--- config.mk ---
export PLATFORM = sky130hd
export DESIGN_NAME = gcni_queue
export DESIGN_NICKNAME = d
export VERILOG_FILES = /design/src/sv/gcni_pkg.sv /design/src/sv/gcni_queue.sv
export SDC_FILE = /design/constraint.sdc
export NUM_CORES = 1
export LEC_CHECK = 0
export BUFFER_PORTS_ARGS = -buffer_cell sky130_fd_sc_hd__buf_2
export CORE_ASPECT_RATIO = 1.4
export CORE_MARGIN = 8
export CORE_UTILIZATION = 60
export CTS_BUF_LIST = sky130_fd_sc_hd__clkbuf_2
export CTS_CLUSTER_DIAMETER = 60
export DETAILED_ROUTE_END_ITERATION = 10
export PLACE_DENSITY_LB_ADDON = 0.1
export SLEW_MARGIN = 30
export SYNTH_ARGS = -nofsm -noshare
export SYNTH_HDL_FRONTEND = slang
export SYNTH_SLANG_ARGS = --single-unit
--- constraint.sdc ---
create_clock -name clk -period 4.8 [get_ports clk]
set_input_delay 0.24 -clock clk [delete_from_list [all_inputs] [get_ports clk]]
set_output_delay 0.24 -clock clk [all_outputs]
set_load 0.005 [all_outputs]
--- src/sv/gcni_pkg.sv ---
// Shared constants, types and helpers for the grid cell locator
package gcni_pkg;
    localparam int COORD_BITS    = 32;
    localparam int MAX_GRID_SIZE = 1024;
    localparam int IDX_BITS      = $clog2(MAX_GRID_SIZE);
    localparam int N_BITS        = IDX_BITS + 1;
    localparam int CELL_BITS     = 30;
    localparam int DIFF_BITS     = COORD_BITS + 1;
    localparam int NUM_BITS      = DIFF_BITS + IDX_BITS;
    // dividend 2*num+den and divisor 2*den
    localparam int DVD_BITS      = NUM_BITS + 3;
    localparam int DVS_BITS      = DIFF_BITS + 1;
    localparam int QDEPTH        = 4;
    localparam int QPTR_BITS     = $clog2(QDEPTH);

    typedef enum logic [2:0] {
        WC_OWN = 3'd0, WC_XM = 3'd1, WC_XP = 3'd2, WC_YM = 3'd3,
        WC_YP = 3'd4, WC_ZM = 3'd5, WC_ZP = 3'd6, WC_NONE = 3'd7
    } which_t;

    localparam logic [2:0] REG_MIN_X = 3'd0;
    localparam logic [2:0] REG_MAX_X = 3'd1;
    localparam logic [2:0] REG_MIN_Y = 3'd2;
    localparam logic [2:0] REG_MAX_Y = 3'd3;
    localparam logic [2:0] REG_MIN_Z = 3'd4;
    localparam logic [2:0] REG_MAX_Z = 3'd5;
    localparam logic [2:0] REG_GRID  = 3'd6;

    typedef struct packed {
        logic                mode;
        logic [IDX_BITS-1:0] ix;
        logic [IDX_BITS-1:0] iy;
        logic [IDX_BITS-1:0] iz;
    } cell_entry_t;

    typedef struct packed {
        logic signed [COORD_BITS-1:0] min_x;
        logic signed [COORD_BITS-1:0] max_x;
        logic signed [COORD_BITS-1:0] min_y;
        logic signed [COORD_BITS-1:0] max_y;
        logic signed [COORD_BITS-1:0] min_z;
        logic signed [COORD_BITS-1:0] max_z;
        logic [N_BITS-1:0]            n;
    } grid_cfg_t;
endpackage

--- src/sv/gcni_queue.sv ---
// Small FIFO between front and back ends
module gcni_queue
(
    input  logic                  clk,
    input  logic                  rst_n,
    input  logic                  wr_en,
    input  gcni_pkg::cell_entry_t wr_data,
    input  logic                  rd_en,
    output gcni_pkg::cell_entry_t rd_data,
    output logic                  empty,
    output logic [gcni_pkg::QPTR_BITS:0] count
);
    gcni_pkg::cell_entry_t mem_reg [gcni_pkg::QDEPTH];
    logic [gcni_pkg::QPTR_BITS-1:0] wp_reg, rp_reg;
    logic [gcni_pkg::QPTR_BITS:0]   cnt_reg;

    always_ff @(posedge clk or negedge rst_n)
    begin
        if (!rst_n)
        begin
            wp_reg  <= '0;
            rp_reg  <= '0;
            cnt_reg <= '0;
        end
        else
        begin
            if (wr_en)
                wp_reg <= wp_reg + 1'b1;
            if (rd_en)
                rp_reg <= rp_reg + 1'b1;
            cnt_reg <= cnt_reg + (gcni_pkg::QPTR_BITS+1)'(wr_en)
                       - (gcni_pkg::QPTR_BITS+1)'(rd_en);
        end
    end

    always_ff @(posedge clk)
    begin
        if (wr_en)
            mem_reg[wp_reg] <= wr_data;
    end

    assign rd_data = mem_reg[rp_reg];
    assign empty   = (cnt_reg == '0);
    assign count   = cnt_reg;
endmodule

==> run metrics <==
status=finished clean; initial drt markers=140; Setup crit start=rp_reg[1]$_DFFE_PN0P_; Total GRT Usage=~16%; max FFs per register=around 120; Num CTS Buffers=17; CTS tree=built; Final Cycle Share=between 50% and 60%; Layout fillers=around 470; area delta synth->final=20.6%; max incr delay on CP=approximately 800 ps; Req. time, crit path=approximately 4600 ps; clock skew=18.5 ps; final setup fails=0; critical path class=register to output port; DP HPWL=roughly 4900 µm; Vias/cell=roughly 5.4; number of synthesized register bits=131; RSZ-0062 raised after global routing=false; largest net degree at the start of global routing=34; # IOs=70; Netlist cell types=16; instance count on the critical path=3; PwrDens=~530 nW/µm²; YS warnings=0; Max IR drop VDD=roughly 0.42 mV; Clock transition at path regs=190 ps; capture point of the worst reg-to-reg path=mem_reg[1][3]$_DFFE_PP_; CP max stage cell=dfrtp_1; PortBufs=between 60 and 70; Pins Over Slew Limit=0; Final nets=approximately 360; area of the die=11,400 µm²; design area=~5900 µm²; first-pass GRT wire length=around 13,000 µm; starting density of the core=60.8%; reg-to-reg slack, setup=~3000 ps; GPL Wtd Cong=0.675; Crit path max-delay family=flip-flops; Final Non-Filler Cells=between 400 and 500; H-tree Lvls=4; HP Class=input port to register; final setup TNS=0 ps; GRT overflow=0; post-synthesis cell area=around 4900 µm²; placed cell count=~360; Wirelength per Cell=between 15 and 20 µm; R2R cell count=3; final antenna-violating net count=0; fin worst setup slack=~2200 ps; post-synthesis sequential area ratio=around four fifths; Detailed Routing Iterations Pass 1=4; PostCTS Resize Cnt=0; post-CTS setup buffer count=0; post-placement cell area=approximately 5300 µm²; Core Area=8050 µm²; Startpoint Class=register; Critical Path End=rd_data[4]; FMAX=roughly 0.38 GHz; Clock Sinks=131; vias=between 2,000 and 2,500; leakage power=roughly 2.1 nW; CP Capture Type=output port; Syn Nets=roughly 240; worst skew pair latency=between 600 and 700 ps; Max Fanout on Critical Path=19; final WL=slightly above 8000 µm; slew at the pin with the worst max-slew slack=between 800 and 900 ps; Final min period=between 2000 and 3000 ps; max_slew headroom=between 40% and 50%; CP cell instances=buf_4, mux4_2, buf_2; Post-Synthesis Cells=slightly below 200; DR DRC count=0; Die Width=a little over 90 µm; Max Cap Viol=0; initial antenna violation count=0; clk buf depth=2; Buf/Inv on CP=2; CP arrival=about 2400 ps; number of global-route vias before repair=around 2,500; share of cells above drive strength 1=between 40% and 50%; dpl ws=about 2900 ps; Crit Reg-Reg Startpoint=wp_reg[1]$_DFFE_PN0P_; Hold Vio Cnt, Final=0; Syn Area/Cell=around 25 µm²; Root Driver=clkbuf_2; num rows=39; n_diodes=0; die extent in y=around 120 µm
==> cells in the mapped netlist <==
library cell / number / area, µm²
dfrtp_1: 7 / 175
inv_1: 6 / 22.5
buf_6: 1 / 11.3
fa_1: 1 / 20.0
edfxtp_1: 124 / 3720
nor3_1: 1 / 5.00
xnor2_1: 3 / 26.3
xor2_1: 2 / 17.5
buf_2: 3 / 15.0
nand2_1: 2 / 7.51
buf_12: 3 / 60.1
mux4_1: 3 / 78.8
o21ai_0: 1 / 5.00
mux4_2: 28 / 631
and2_1: 4 / 25.0
ha_1: 6 / 75.1
==> logic make-up (layout without fill, tap and decap cells) <==
group | count (synthesis) | in the layout | synth area share [%]
multiplexers | 31 | 31 | 14.5
flip-flops | 131 | 131 | 79.6
adder cells (fa/ha/maj) | 7 | 7 | 1.94
buffers and inverters | 13 | 144 | 2.22
XOR/XNOR | 5 | 5 | 0.894
AND/OR/NAND/NOR | 7 | 7 | 0.766
AO/OA/AOI/OAI | 1 | 1 | 0.102
==> placed cells by master, fill, tap and decap left out, drive strengths merged, types with 4 or more instances in the layout <==
cell type	netlist	layout
clkinv	0	7
mux4	31	31
clkbuf	0	17
inv	6	7
dlygate4sd3	0	35
dfrtp	7	7
edfxtp	124	124
ha	6	6
buf	7	71
and2	4	4
clkinvlp	0	4
==> how the worst min path moves through the flow <==
stage,start,to,slack [ps],cells past startpoint
after floorplan,rst_n,count[0]$_DFF_PN0_,-60,0
after global placement,rst_n,wp_reg[0]$_DFFE_PN0P_,90,1
after detailed placement,rst_n,wp_reg[0]$_DFFE_PN0P_,90,1
after CTS,rd_en,rp_reg[0]$_DFFE_PN0P_,220,3
after global routing,rd_en,rp_reg[0]$_DFFE_PN0P_,230,3
final,wr_data[15],mem_reg[0][15]$_DFFE_PP_,310,2
==> what timing repair did <==
item                                   4_1_cts  5_1_grt
setup endpoints to repair                    0        0
endpoints found under the hold margin      136        0
hold buffers                                35        0
==> per-stage QoR <==
stage / power [mW] / hold slack, ps / util [%]
2_1_floorplan: 2.23 / -55.6 / -
3_3_place_gp: 2.51 / 86.1 / 65.9
3_5_place_dp: 2.54 / 90.8 / 65.9
4_1_cts: 3.22 / 224 / 73.4
5_1_grt: 3.33 / 234 / 73.4
6_report: 3.16 / 308 / 73.4
==> worst reg2reg max path, delay by kind of cell, from the launching register on <==
kind | cells | cell delay (ps)
fa+ha+maj | 1 | 140
buf+inv | 1 | 120
flops | 1 | 440
simple gates | 1 | 720
==> routing by layer <==
layer	global-route usage, %	share of wire [%]	vias to the layer above
li1	-	-	1059
met1	16.3	38	1170
met2	27.8	55	70
met3	6.56	5.0	9
met4	6.67	1.5	0
met5	0	0	-
==> cell type report <==
cell class                      instances  area [µm²]  area share, %
Clock buffer                           17        85.1           1.44
Clock inverter                         15         165           2.80
Inverter                                6        22.5          0.381
Multi-Input combinational cell         51         896           15.2
Sequential cell                       131        3900           66.0
Tap cell                              102         128           2.16
Timing Repair Buffer                  106         711           12.0
==> report_power, final <==
part | total, mW | leakage (nW) | switching (mW) | internal [mW]
Sequential | 1.58 | 1.22 | 0.0824 | 1.50
Combinational | 0.915 | 0.757 | 0.446 | 0.470
Clock | 0.660 | 0.141 | 0.375 | 0.284
Total | 3.16 | 2.12 | 0.903 | 2.26
(Power assumes the default switching activity.)
