`src/sv/gcni_pkg.sv`:
```
// Shared constants, types and helpers for the grid cell locator
package gcni_pkg;
    localparam int COORD_BITS    = 32;
    localparam int MAX_GRID_SIZE = 1024;
    localparam int IDX_BITS      = $clog2(MAX_GRID_SIZE);
    localparam int N_BITS        = IDX_BITS + 1;
    localparam int CELL_BITS     = 30;
    localparam int DIFF_BITS     = COORD_BITS + 1;
    localparam int NUM_BITS      = DIFF_BITS + IDX_BITS;
    // dividend 2*num+den and divisor 2*den
    localparam int DVD_BITS      = NUM_BITS + 3;
    localparam int DVS_BITS      = DIFF_BITS + 1;
    localparam int QDEPTH        = 4;
    localparam int QPTR_BITS     = $clog2(QDEPTH);

    typedef enum logic [2:0] {
        WC_OWN = 3'd0, WC_XM = 3'd1, WC_XP = 3'd2, WC_YM = 3'd3,
        WC_YP = 3'd4, WC_ZM = 3'd5, WC_ZP = 3'd6, WC_NONE = 3'd7
    } which_t;

    localparam logic [2:0] REG_MIN_X = 3'd0;
    localparam logic [2:0] REG_MAX_X = 3'd1;
    localparam logic [2:0] REG_MIN_Y = 3'd2;
    localparam logic [2:0] REG_MAX_Y = 3'd3;
    localparam logic [2:0] REG_MIN_Z = 3'd4;
    localparam logic [2:0] REG_MAX_Z = 3'd5;
    localparam logic [2:0] REG_GRID  = 3'd6;

    typedef struct packed {
        logic                mode;
        logic [IDX_BITS-1:0] ix;
        logic [IDX_BITS-1:0] iy;
        logic [IDX_BITS-1:0] iz;
    } cell_entry_t;

    typedef struct packed {
        logic signed [COORD_BITS-1:0] min_x;
        logic signed [COORD_BITS-1:0] max_x;
        logic signed [COORD_BITS-1:0] min_y;
        logic signed [COORD_BITS-1:0] max_y;
        logic signed [COORD_BITS-1:0] min_z;
        logic signed [COORD_BITS-1:0] max_z;
        logic [N_BITS-1:0]            n;
    } grid_cfg_t;
endpackage

```
`src/sv/gcni_back.sv`:
```
// Back end: walks own cell and face neighbours, one result word per cycle while m_ready allows
module gcni_back
(
    input  logic                         clk,
    input  logic                         rst_n,
    input  logic                         q_empty,
    input  gcni_pkg::cell_entry_t        q_data,
    output logic                         q_pop,
    input  logic [gcni_pkg::N_BITS-1:0]  n,
    output logic                         m_valid,
    input  logic                         m_ready,
    output logic [gcni_pkg::CELL_BITS-1:0] m_cell,
    output logic [2:0]                   m_which,
    output logic                         m_last
);
    localparam int IB = gcni_pkg::IDX_BITS;
    localparam int CB = gcni_pkg::CELL_BITS;

    // stage A: precompute N*iy and N*N
    logic            a_vld_reg;
    logic            a_mode_reg;
    logic [IB-1:0]   a_ix_reg, a_iy_reg, a_iz_reg;
    logic [CB-1:0]   a_nn_reg;
    logic [CB-1:0]   a_ny_reg;
    // stage B: base cell ready, walking which_cell
    logic            b_vld_reg;
    logic            b_mode_reg;
    logic [IB-1:0]   b_ix_reg, b_iy_reg, b_iz_reg;
    logic [CB-1:0]   b_base_reg, b_n_reg, b_nn_reg;
    logic [2:0]      b_wc_reg;
    logic [IB-1:0]   top;

    logic            o_vld_reg;
    logic [CB-1:0]   o_cell_reg;
    logic [2:0]      o_wc_reg;
    logic            o_last_reg;

    assign top = IB'(n - 1'b1);

    // eligibility of each code for the current item
    logic [6:0] ok;
    always_comb
    begin
        ok[0] = 1'b1;
        ok[1] = b_mode_reg && (b_ix_reg != '0);
        ok[2] = b_mode_reg && (b_ix_reg != top);
        ok[3] = b_mode_reg && (b_iy_reg != '0);
        ok[4] = b_mode_reg && (b_iy_reg != top);
        ok[5] = b_mode_reg && (b_iz_reg != '0);
        ok[6] = b_mode_reg && (b_iz_reg != top);
    end

    logic [2:0] nxt_wc;
    logic       has_nxt;
    always_comb
    begin
        nxt_wc  = gcni_pkg::WC_NONE;
        has_nxt = 1'b0;
        for (int k = 6; k >= 1; k--)
        begin
            if (ok[k] && (3'(k) > b_wc_reg))
            begin
                nxt_wc  = 3'(k);
                has_nxt = 1'b1;
            end
        end
    end

    logic [CB-1:0] nb_cell;
    always_comb
    begin
        unique case (b_wc_reg)
            gcni_pkg::WC_XM: nb_cell = b_base_reg - 1'b1;
            gcni_pkg::WC_XP: nb_cell = b_base_reg + 1'b1;
            gcni_pkg::WC_YM: nb_cell = b_base_reg - b_n_reg;
            gcni_pkg::WC_YP: nb_cell = b_base_reg + b_n_reg;
            gcni_pkg::WC_ZM: nb_cell = b_base_reg - b_nn_reg;
            gcni_pkg::WC_ZP: nb_cell = b_base_reg + b_nn_reg;
            default:         nb_cell = b_base_reg;
        endcase
    end

    logic o_free, b_adv, b_done, b_load, a_load;
    assign o_free = !o_vld_reg || m_ready;
    assign b_adv  = b_vld_reg && o_free;
    assign b_done = b_adv && !has_nxt;
    assign b_load = a_vld_reg && (!b_vld_reg || b_done);
    assign a_load = !q_empty && (!a_vld_reg || b_load);
    assign q_pop  = a_load;

    always_ff @(posedge clk or negedge rst_n)
    begin
        if (!rst_n)
        begin
            a_vld_reg <= 1'b0;
            b_vld_reg <= 1'b0;
            o_vld_reg <= 1'b0;
        end
        else
        begin
            if (a_load)
                a_vld_reg <= 1'b1;
            else if (b_load)
                a_vld_reg <= 1'b0;
            if (b_load)
                b_vld_reg <= 1'b1;
            else if (b_done)
                b_vld_reg <= 1'b0;
            if (b_adv)
                o_vld_reg <= 1'b1;
            else if (m_ready)
                o_vld_reg <= 1'b0;
        end
    end

    always_ff @(posedge clk)
    begin
        if (a_load)
        begin
            a_mode_reg <= q_data.mode;
            a_ix_reg   <= q_data.ix;
            a_iy_reg   <= q_data.iy;
            a_iz_reg   <= q_data.iz;
            a_ny_reg   <= CB'(n * q_data.iy);
            a_nn_reg   <= CB'(n * n);
        end
        if (b_load)
        begin
            b_mode_reg <= a_mode_reg;
            b_ix_reg   <= a_ix_reg;
            b_iy_reg   <= a_iy_reg;
            b_iz_reg   <= a_iz_reg;
            b_base_reg <= CB'(a_ix_reg) + a_ny_reg + CB'(a_nn_reg * a_iz_reg);
            b_n_reg    <= CB'(n);
            b_nn_reg   <= a_nn_reg;
            b_wc_reg   <= gcni_pkg::WC_OWN;
        end
        else if (b_adv)
            b_wc_reg <= nxt_wc;
        if (b_adv)
        begin
            o_cell_reg <= nb_cell;
            o_wc_reg   <= b_wc_reg;
            o_last_reg <= !has_nxt;
        end
    end

    assign m_valid = o_vld_reg;
    assign m_cell  = o_cell_reg;
    assign m_which = o_wc_reg;
    assign m_last  = o_last_reg;
endmodule

```
`config.mk`:
```
export PLATFORM = sky130hd
export DESIGN_NAME = gcni_back
export DESIGN_NICKNAME = d
export VERILOG_FILES = /design/src/sv/gcni_pkg.sv /design/src/sv/gcni_back.sv
export SDC_FILE = /design/constraint.sdc
export NUM_CORES = 1
export LEC_CHECK = 0
export BUFFER_PORTS_ARGS = -buffer_cell sky130_fd_sc_hd__buf_2
export CAP_MARGIN = 20
export CORE_MARGIN = 2
export CORE_UTILIZATION = 60
export CTS_CLUSTER_SIZE = 20
export DETAILED_ROUTE_END_ITERATION = 6
export MAX_ROUTING_LAYER = met4
export PLACE_DENSITY = 0.85
export SYNTH_ARGS = -nofsm -noshare
export SYNTH_HDL_FRONTEND = slang
export SYNTH_SLANG_ARGS = --single-unit
```
`constraint.sdc`:
```
create_clock -name clk -period 12.7 [get_ports clk]
set_input_delay 1.905 -clock clk [delete_from_list [all_inputs] [get_ports clk]]
set_output_delay 1.905 -clock clk [all_outputs]
set_load 0.01 [all_outputs]
```
==> results of run 1 <==
through the flow:
step | setup WS (ns) | hold slack, ns | area [sq um] | utilization, % | instances
after floorplan | 2.60 | 0.400 | 24200 | - | 2463
after global placement | 5.15 | 0.401 | 24900 | 62.8 | 2974
after detailed placement | 5.07 | 0.405 | 24900 | 62.8 | 2974
after CTS | 5.01 | 0.418 | 25700 | 64.8 | 3014
after global routing | 4.81 | 0.420 | 25800 | 64.8 | 3015
final | 5.00 | 0.415 | 25800 | 64.8 | 3015
worst max-delay path: cells and delay by family:
| kind | cells | cell delay [ns] |
|---|---|---|
| XOR/XNOR | 1 | 0.36 |
| AND/OR/NAND/NOR | 1 | 0.22 |
| AO/OA/AOI/OAI | 7 | 2.00 |
| buffers and inverters | 3 | 0.97 |
| adder cells (fa/ha/maj) | 1 | 0.31 |
logic make-up (layout without fill, tap and decap cells):
kind of cell,count (synthesis),in the layout
fa+ha+maj,531,531
flops,206,206
buf+inv,530,557
other cells,2,5
simple gates,718,718
mux,5,5
xor+xnor,129,129
compound gates,339,339
metal layers:
| layer | wire [um] | vias to the layer above |
|---|---|---|
| li1 | - | 7997 |
| met1 | 22100 | 8767 |
| met2 | 27300 | 761 |
| met3 | 4050 | 166 |
| met4 | 2480 | 0 |
| met5 | 0 | - |
worst min path at each step:
stage	endpoint	cells after the start	slack, ns	start
6_report	b_iy_reg[4]$_DFFE_PP_	0	0.42	a_iy_reg[4]$_DFFE_PP_
5_1_grt	b_iy_reg[4]$_DFFE_PP_	0	0.42	a_iy_reg[4]$_DFFE_PP_
4_1_cts	b_iy_reg[0]$_DFFE_PP_	0	0.42	a_iy_reg[0]$_DFFE_PP_
3_5_place_dp	b_iy_reg[1]$_DFFE_PP_	0	0.40	a_iy_reg[1]$_DFFE_PP_
3_3_place_gp	b_iy_reg[1]$_DFFE_PP_	0	0.40	a_iy_reg[1]$_DFFE_PP_
2_1_floorplan	b_iy_reg[0]$_DFFE_PP_	0	0.40	a_iy_reg[0]$_DFFE_PP_
cell type report:
class,count,area share (%)
Clock buffer,23,2.23
Multi-Input combinational cell,1727,62.4
Timing Repair Buffer,89,1.88
Sequential cell,206,23.8
Tap cell,525,2.55
Clock inverter,17,0.836
Inverter,428,6.24
cell usage after synthesis, drive strengths merged, types with 22 or more instances:
master	count
o21ai	90
clkbuf	93
and2	167
a21oi	76
xnor2	89
edfxtp	200
a21o	27
fa	318
nor2	75
inv	428
nor3	22
nand3	26
ha	213
xor2	35
nand2	314
==> flow_summary.json, run 1 <==
{
  "cts_setup_buffers": 0,
  "maxSlewViolCount": 0,
  "postCtsHoldBufs": 0,
  "ys.flop_type": "edfxtp_1",
  "async_reset_ff_share_pct": 1.46,
  "rsz0062_at_grt": "no",
  "clkTransAtPathRegs_ns": 0.06,
  "grtUsageMet2_pct": 47.8,
  "setup-violations-final": 0,
  "r2r-end": "b_base_reg[27]$_DFFE_PP_",
  "rr_startpoint": "a_iz_reg[1]$_DFFE_PP_",
  "syn_to_final_growth_pct": 6.49,
  "synthSimpleGateAreaFrac_pct": 14.6,
  "cp_slowest_stage_delay_ns": 0.49,
  "cts_sinks": 206,
  "ys_types": 81,
  "synthAdderAreaFrac_pct": 37.3,
  "setup_tns_ns": 0,
  "finClkSkew_ns": 0.0157,
  "root_buffer": "clkbuf_16",
  "post-route-drc-count": 0,
  "track_usage_pct": 28.8,
  "synth-seq-cells": 206,
  "rr_worst_depth": 20,
  "htreeDepth": 1,
  "critPathCaptureType": "output pin",
  "critical_path_required_ns": 10.80,
  "pin_count": 82,
  "viasPerCell": 5.87,
  "timing.slew.headroom_pct": 26.3,
  "num_rows": 73,
  "hold_class": "flip-flop to flip-flop",
  "dp_hpwl_um": 42700,
  "antenna_cells": 0,
  "synth_top_area_share_pct": 26.3,
  "grt_max_degree": 65,
  "clk_path_buf_depth": 3,
  "min_period_ns": 7.70,
  "drtIter0Drc": 1294,
  "synth_compound_area_share_pct": 9.20,
  "worst_pin_slew_ns": 1.10,
  "status": "completed",
  "cts_resized": 0,
  "portBuffers": 81,
  "muxShareOfSynthArea_pct": 0.217,
  "synth_edf_count": 200,
  "die-area_sq_um": 41900,
  "fp.dieW_um": 205,
  "ys_seq_area_share_pct": 25.4,
  "worstPathCellList": "buf_2, inv_1, ha_1, xor3_1, a2111oi_0, o211a_1, o211ai_1, a211o_1, a21bo_2, nor3b_2, a21boi_2, a21oi_4, buf_2",
  "ff2ff_setup_slack_ns": 5.91,
  "vias": 17700,
  "initial_utilization_pct": 60.9,
  "grt_pass1_vias": 18700,
  "netlist_instances": 2460,
  "met3_usage_pct": 3.50,
  "period_share_pct": 60.7,
  "crit_type": "input port to output pin",
  "grt_pass1_wl_um": 92600,
  "cp_slowest_cell": "buf_2",
  "crit_start": "n[0]",
  "core_sq_um": 39700,
  "place.gp.congestion": 0.928,
  "postRouteAntennaNets": 0,
  "max_freq_mhz": 130,
  "synth_top_family_by_area": "adder cells",
  "syn-cell-area_sq_um": 24200,
  "endpoint": "q_pop",
  "syn_area_per_cell_sq_um": 9.83,
  "gr-total-overflow": 0,
  "cts_buffers": 23,
  "yosysWarningCount": 0,
  "arrival_ns": 5.80,
  "mostFrequentLayoutCells": "inv_1 (427), fa_1 (318), nand2_1 (314), ha_1 (213), edfxtp_1 (200)",
  "nNetsFinal": 3052,
  "final_common_cell": "inv_1",
  "cts_tree": "done",
  "fillCellCount": 2981,
  "dieHeight_um": 205,
  "totalWireLength_um": 55900,
  "path_common_cell": "buf_2",
  "cp_max_fo": 29,
  "antenna_found_initial": 1,
  "first_pass_iters": 6,
  "seq_area_sq_um": 6140,
  "maxCapViolations": 0,
  "clk_latency_ns": 0.54,
  "cp-start-kind": "input port",
  "busiest_layer": "met2",
  "use_met1_pct": 35.5,
  "drive_above_1_share_pct": 6.47,
  "synthXorXnorAreaFrac_pct": 4.96,
  "wire_per_inst_um": 18.5,
  "synth_area_leaders": "fa_1 (26%), edfxtp_1 (25%), ha_1 (11%)",
  "multi_input_area_sq_um": 16100,
  "hold_viol": 0,
  "yosysTopAreaCell": "fa_1"
}
Power of run 1 is not shown: default switching activity piles up to over one toggle a cycle in this logic, so the estimate is an artifact.
==> inputs of run 2 (changes only) <==
==> constraint.sdc (replaced) <==
create_clock -name clk -period 7.8 [get_ports clk]
set_input_delay 1.17 -clock clk [delete_from_list [all_inputs] [get_ports clk]]
set_output_delay 1.17 -clock clk [all_outputs]
set_load 0.01 [all_outputs]
==> flow_summary.json, run 2 (synthesis results as in run 1) <==
{
  "fp.dieW_um": 205,
  "critPathCaptureType": "flip-flop",
  "cts_setup_buffers": 0,
  "drtIter0Drc": 1546,
  "hold_class": "input port to asynchronous set/reset pin",
  "totalWireLength_um": 56800,
  "maxSlewViolCount": 0,
  "cp_max_fo": 22,
  "dp.cells": 2978,
  "clk_path_buf_depth": 3,
  "first_pass_iters": 6,
  "cts_sinks": 206,
  "dieHeight_um": 205,
  "nNetsFinal": 3056,
  "clk_latency_ns": 0.55,
  "final_common_cell": "inv_1",
  "arrival_ns": 6.97,
  "die-area_sq_um": 41900,
  "worst_pin_slew_ns": 1.06,
  "grt_max_degree": 60,
  "portBuffers": 81,
  "max_freq_mhz": 149,
  "stdcell_count": 3022,
  "postRouteAntennaNets": 0,
  "dp_hpwl_um": 44100,
  "mostFrequentLayoutCells": "inv_1 (427), fa_1 (318), nand2_1 (314), ha_1 (213), edfxtp_1 (200)",
  "finClkSkew_ns": 0.0299,
  "postCtsHoldBufs": 0,
  "status": "completed",
  "post-route-drc-count": 0,
  "setup_tns_ns": 0,
  "hold_viol": 0,
  "maxCapViolations": 0,
  "cts_resized": 0,
  "clkTransAtPathRegs_ns": 0.06,
  "grt_pass1_wl_um": 95600,
  "viasPerCell": 5.86,
  "crit_type": "flip-flop to flip-flop",
  "cts_buffers": 23,
  "vias": 17700,
  "antenna_found_initial": 3,
  "initial_utilization_pct": 60.9,
  "rsz0062_at_grt": "no",
  "min_period_ns": 6.69,
  "cp-start-kind": "flip-flop",
  "core_sq_um": 39700,
  "htreeDepth": 1,
  "drive_above_1_share_pct": 6.46,
  "wire_per_inst_um": 18.8,
  "cts_tree": "done",
  "root_buffer": "clkbuf_16",
  "pin_count": 82,
  "critical_path_required_ns": 8.08,
  "setup-violations-final": 0,
  "grt_pass1_vias": 19300,
  "period_share_pct": 85.8,
  "gr-total-overflow": 0,
  "track_usage_pct": 29.7,
  "place.gp.congestion": 0.926,
  "timing.slew.headroom_pct": 29.1,
  "num_rows": 73,
  "syn_to_final_growth_pct": 6.66
}
## run 2: changes by cell type in the layout (fill, tap and decap cells not counted)
cell        change
buf_12          +1
buf_4           +3
clkbuf_1        +3
clkinv_1        +1
clkinvlp_4      -2
diode_2         +3
inv_16          +1
inv_6           -2
inv_8           -1
## run 2: worst max-delay path, stage by stage, from the launching register on
cell	delay, ns
edfxtp_1	0.96
nand2_1	0.19
fa_1	0.59
inv_1	0.06
fa_1	0.48
fa_1	0.53
fa_1	0.51
inv_1	0.05
fa_1	0.47
inv_1	0.05
ha_1	0.34
o21ai_0	0.19
o21bai_1	0.10
o31a_1	0.27
a2111o_1	0.42
a21oi_1	0.19
a21oi_1	0.15
a311oi_1	0.45
o31ai_1	0.13
a21oi_1	0.22
xnor2_1	0.10
## run 2: worst paths after layout
path | startpoint | to | slack, ns | cells after the start
min in group clk | a_iy_reg[7]$_DFFE_PP_ | b_iy_reg[7]$_DFFE_PP_ | 0.42 | 0
setup / recovery | a_iz_reg[2]$_DFFE_PP_ | b_base_reg[27]$_DFFE_PP_ | 1.11 | 20
hold / removal | rst_n | a_vld_reg$_DFFE_PN0P_ | 0.41 | 1
hold reg to reg | a_iy_reg[7]$_DFFE_PP_ | b_iy_reg[7]$_DFFE_PP_ | 0.42 | 0
setup reg to reg | a_iz_reg[2]$_DFFE_PP_ | b_base_reg[27]$_DFFE_PP_ | 1.11 | 20
max in group asynchronous | rst_n | b_vld_reg$_DFFE_PN0P_ | 7.27 | 1
## run 2: layout make-up
cell class,instances,area [sq um]
repair buffers,93,528
fillers,2967,13900
well taps,525,657
clock inverters,14,195
inverters,428,1610
diodes,3,7.51
multi-input cells,1727,16100
flip-flops and latches,206,6140
clock buffers,26,587
## run 2: stage by stage
stage	hold WS (ns)	setup WS (ns)	cell area (sq um)	util (%)
finish	0.414	1.11	25800	64.9
global route	0.412	0.697	25800	64.9
CTS	0.396	1.16	25800	64.8
detailed placement	0.405	1.08	25000	62.9
global placement	0.402	1.26	25000	62.9
floorplan	0.400	0.804	24200	-
## run 2: routing by layer
metal	share of wire [%]	track usage, %	vias up
met1	39	36.3	8707
met4	4.1	12.0	0
met5	0	-	-
met2	49	49.9	806
met3	8.3	4.26	169
li1	-	-	8013
Power of run 2 is left out for the same reason.
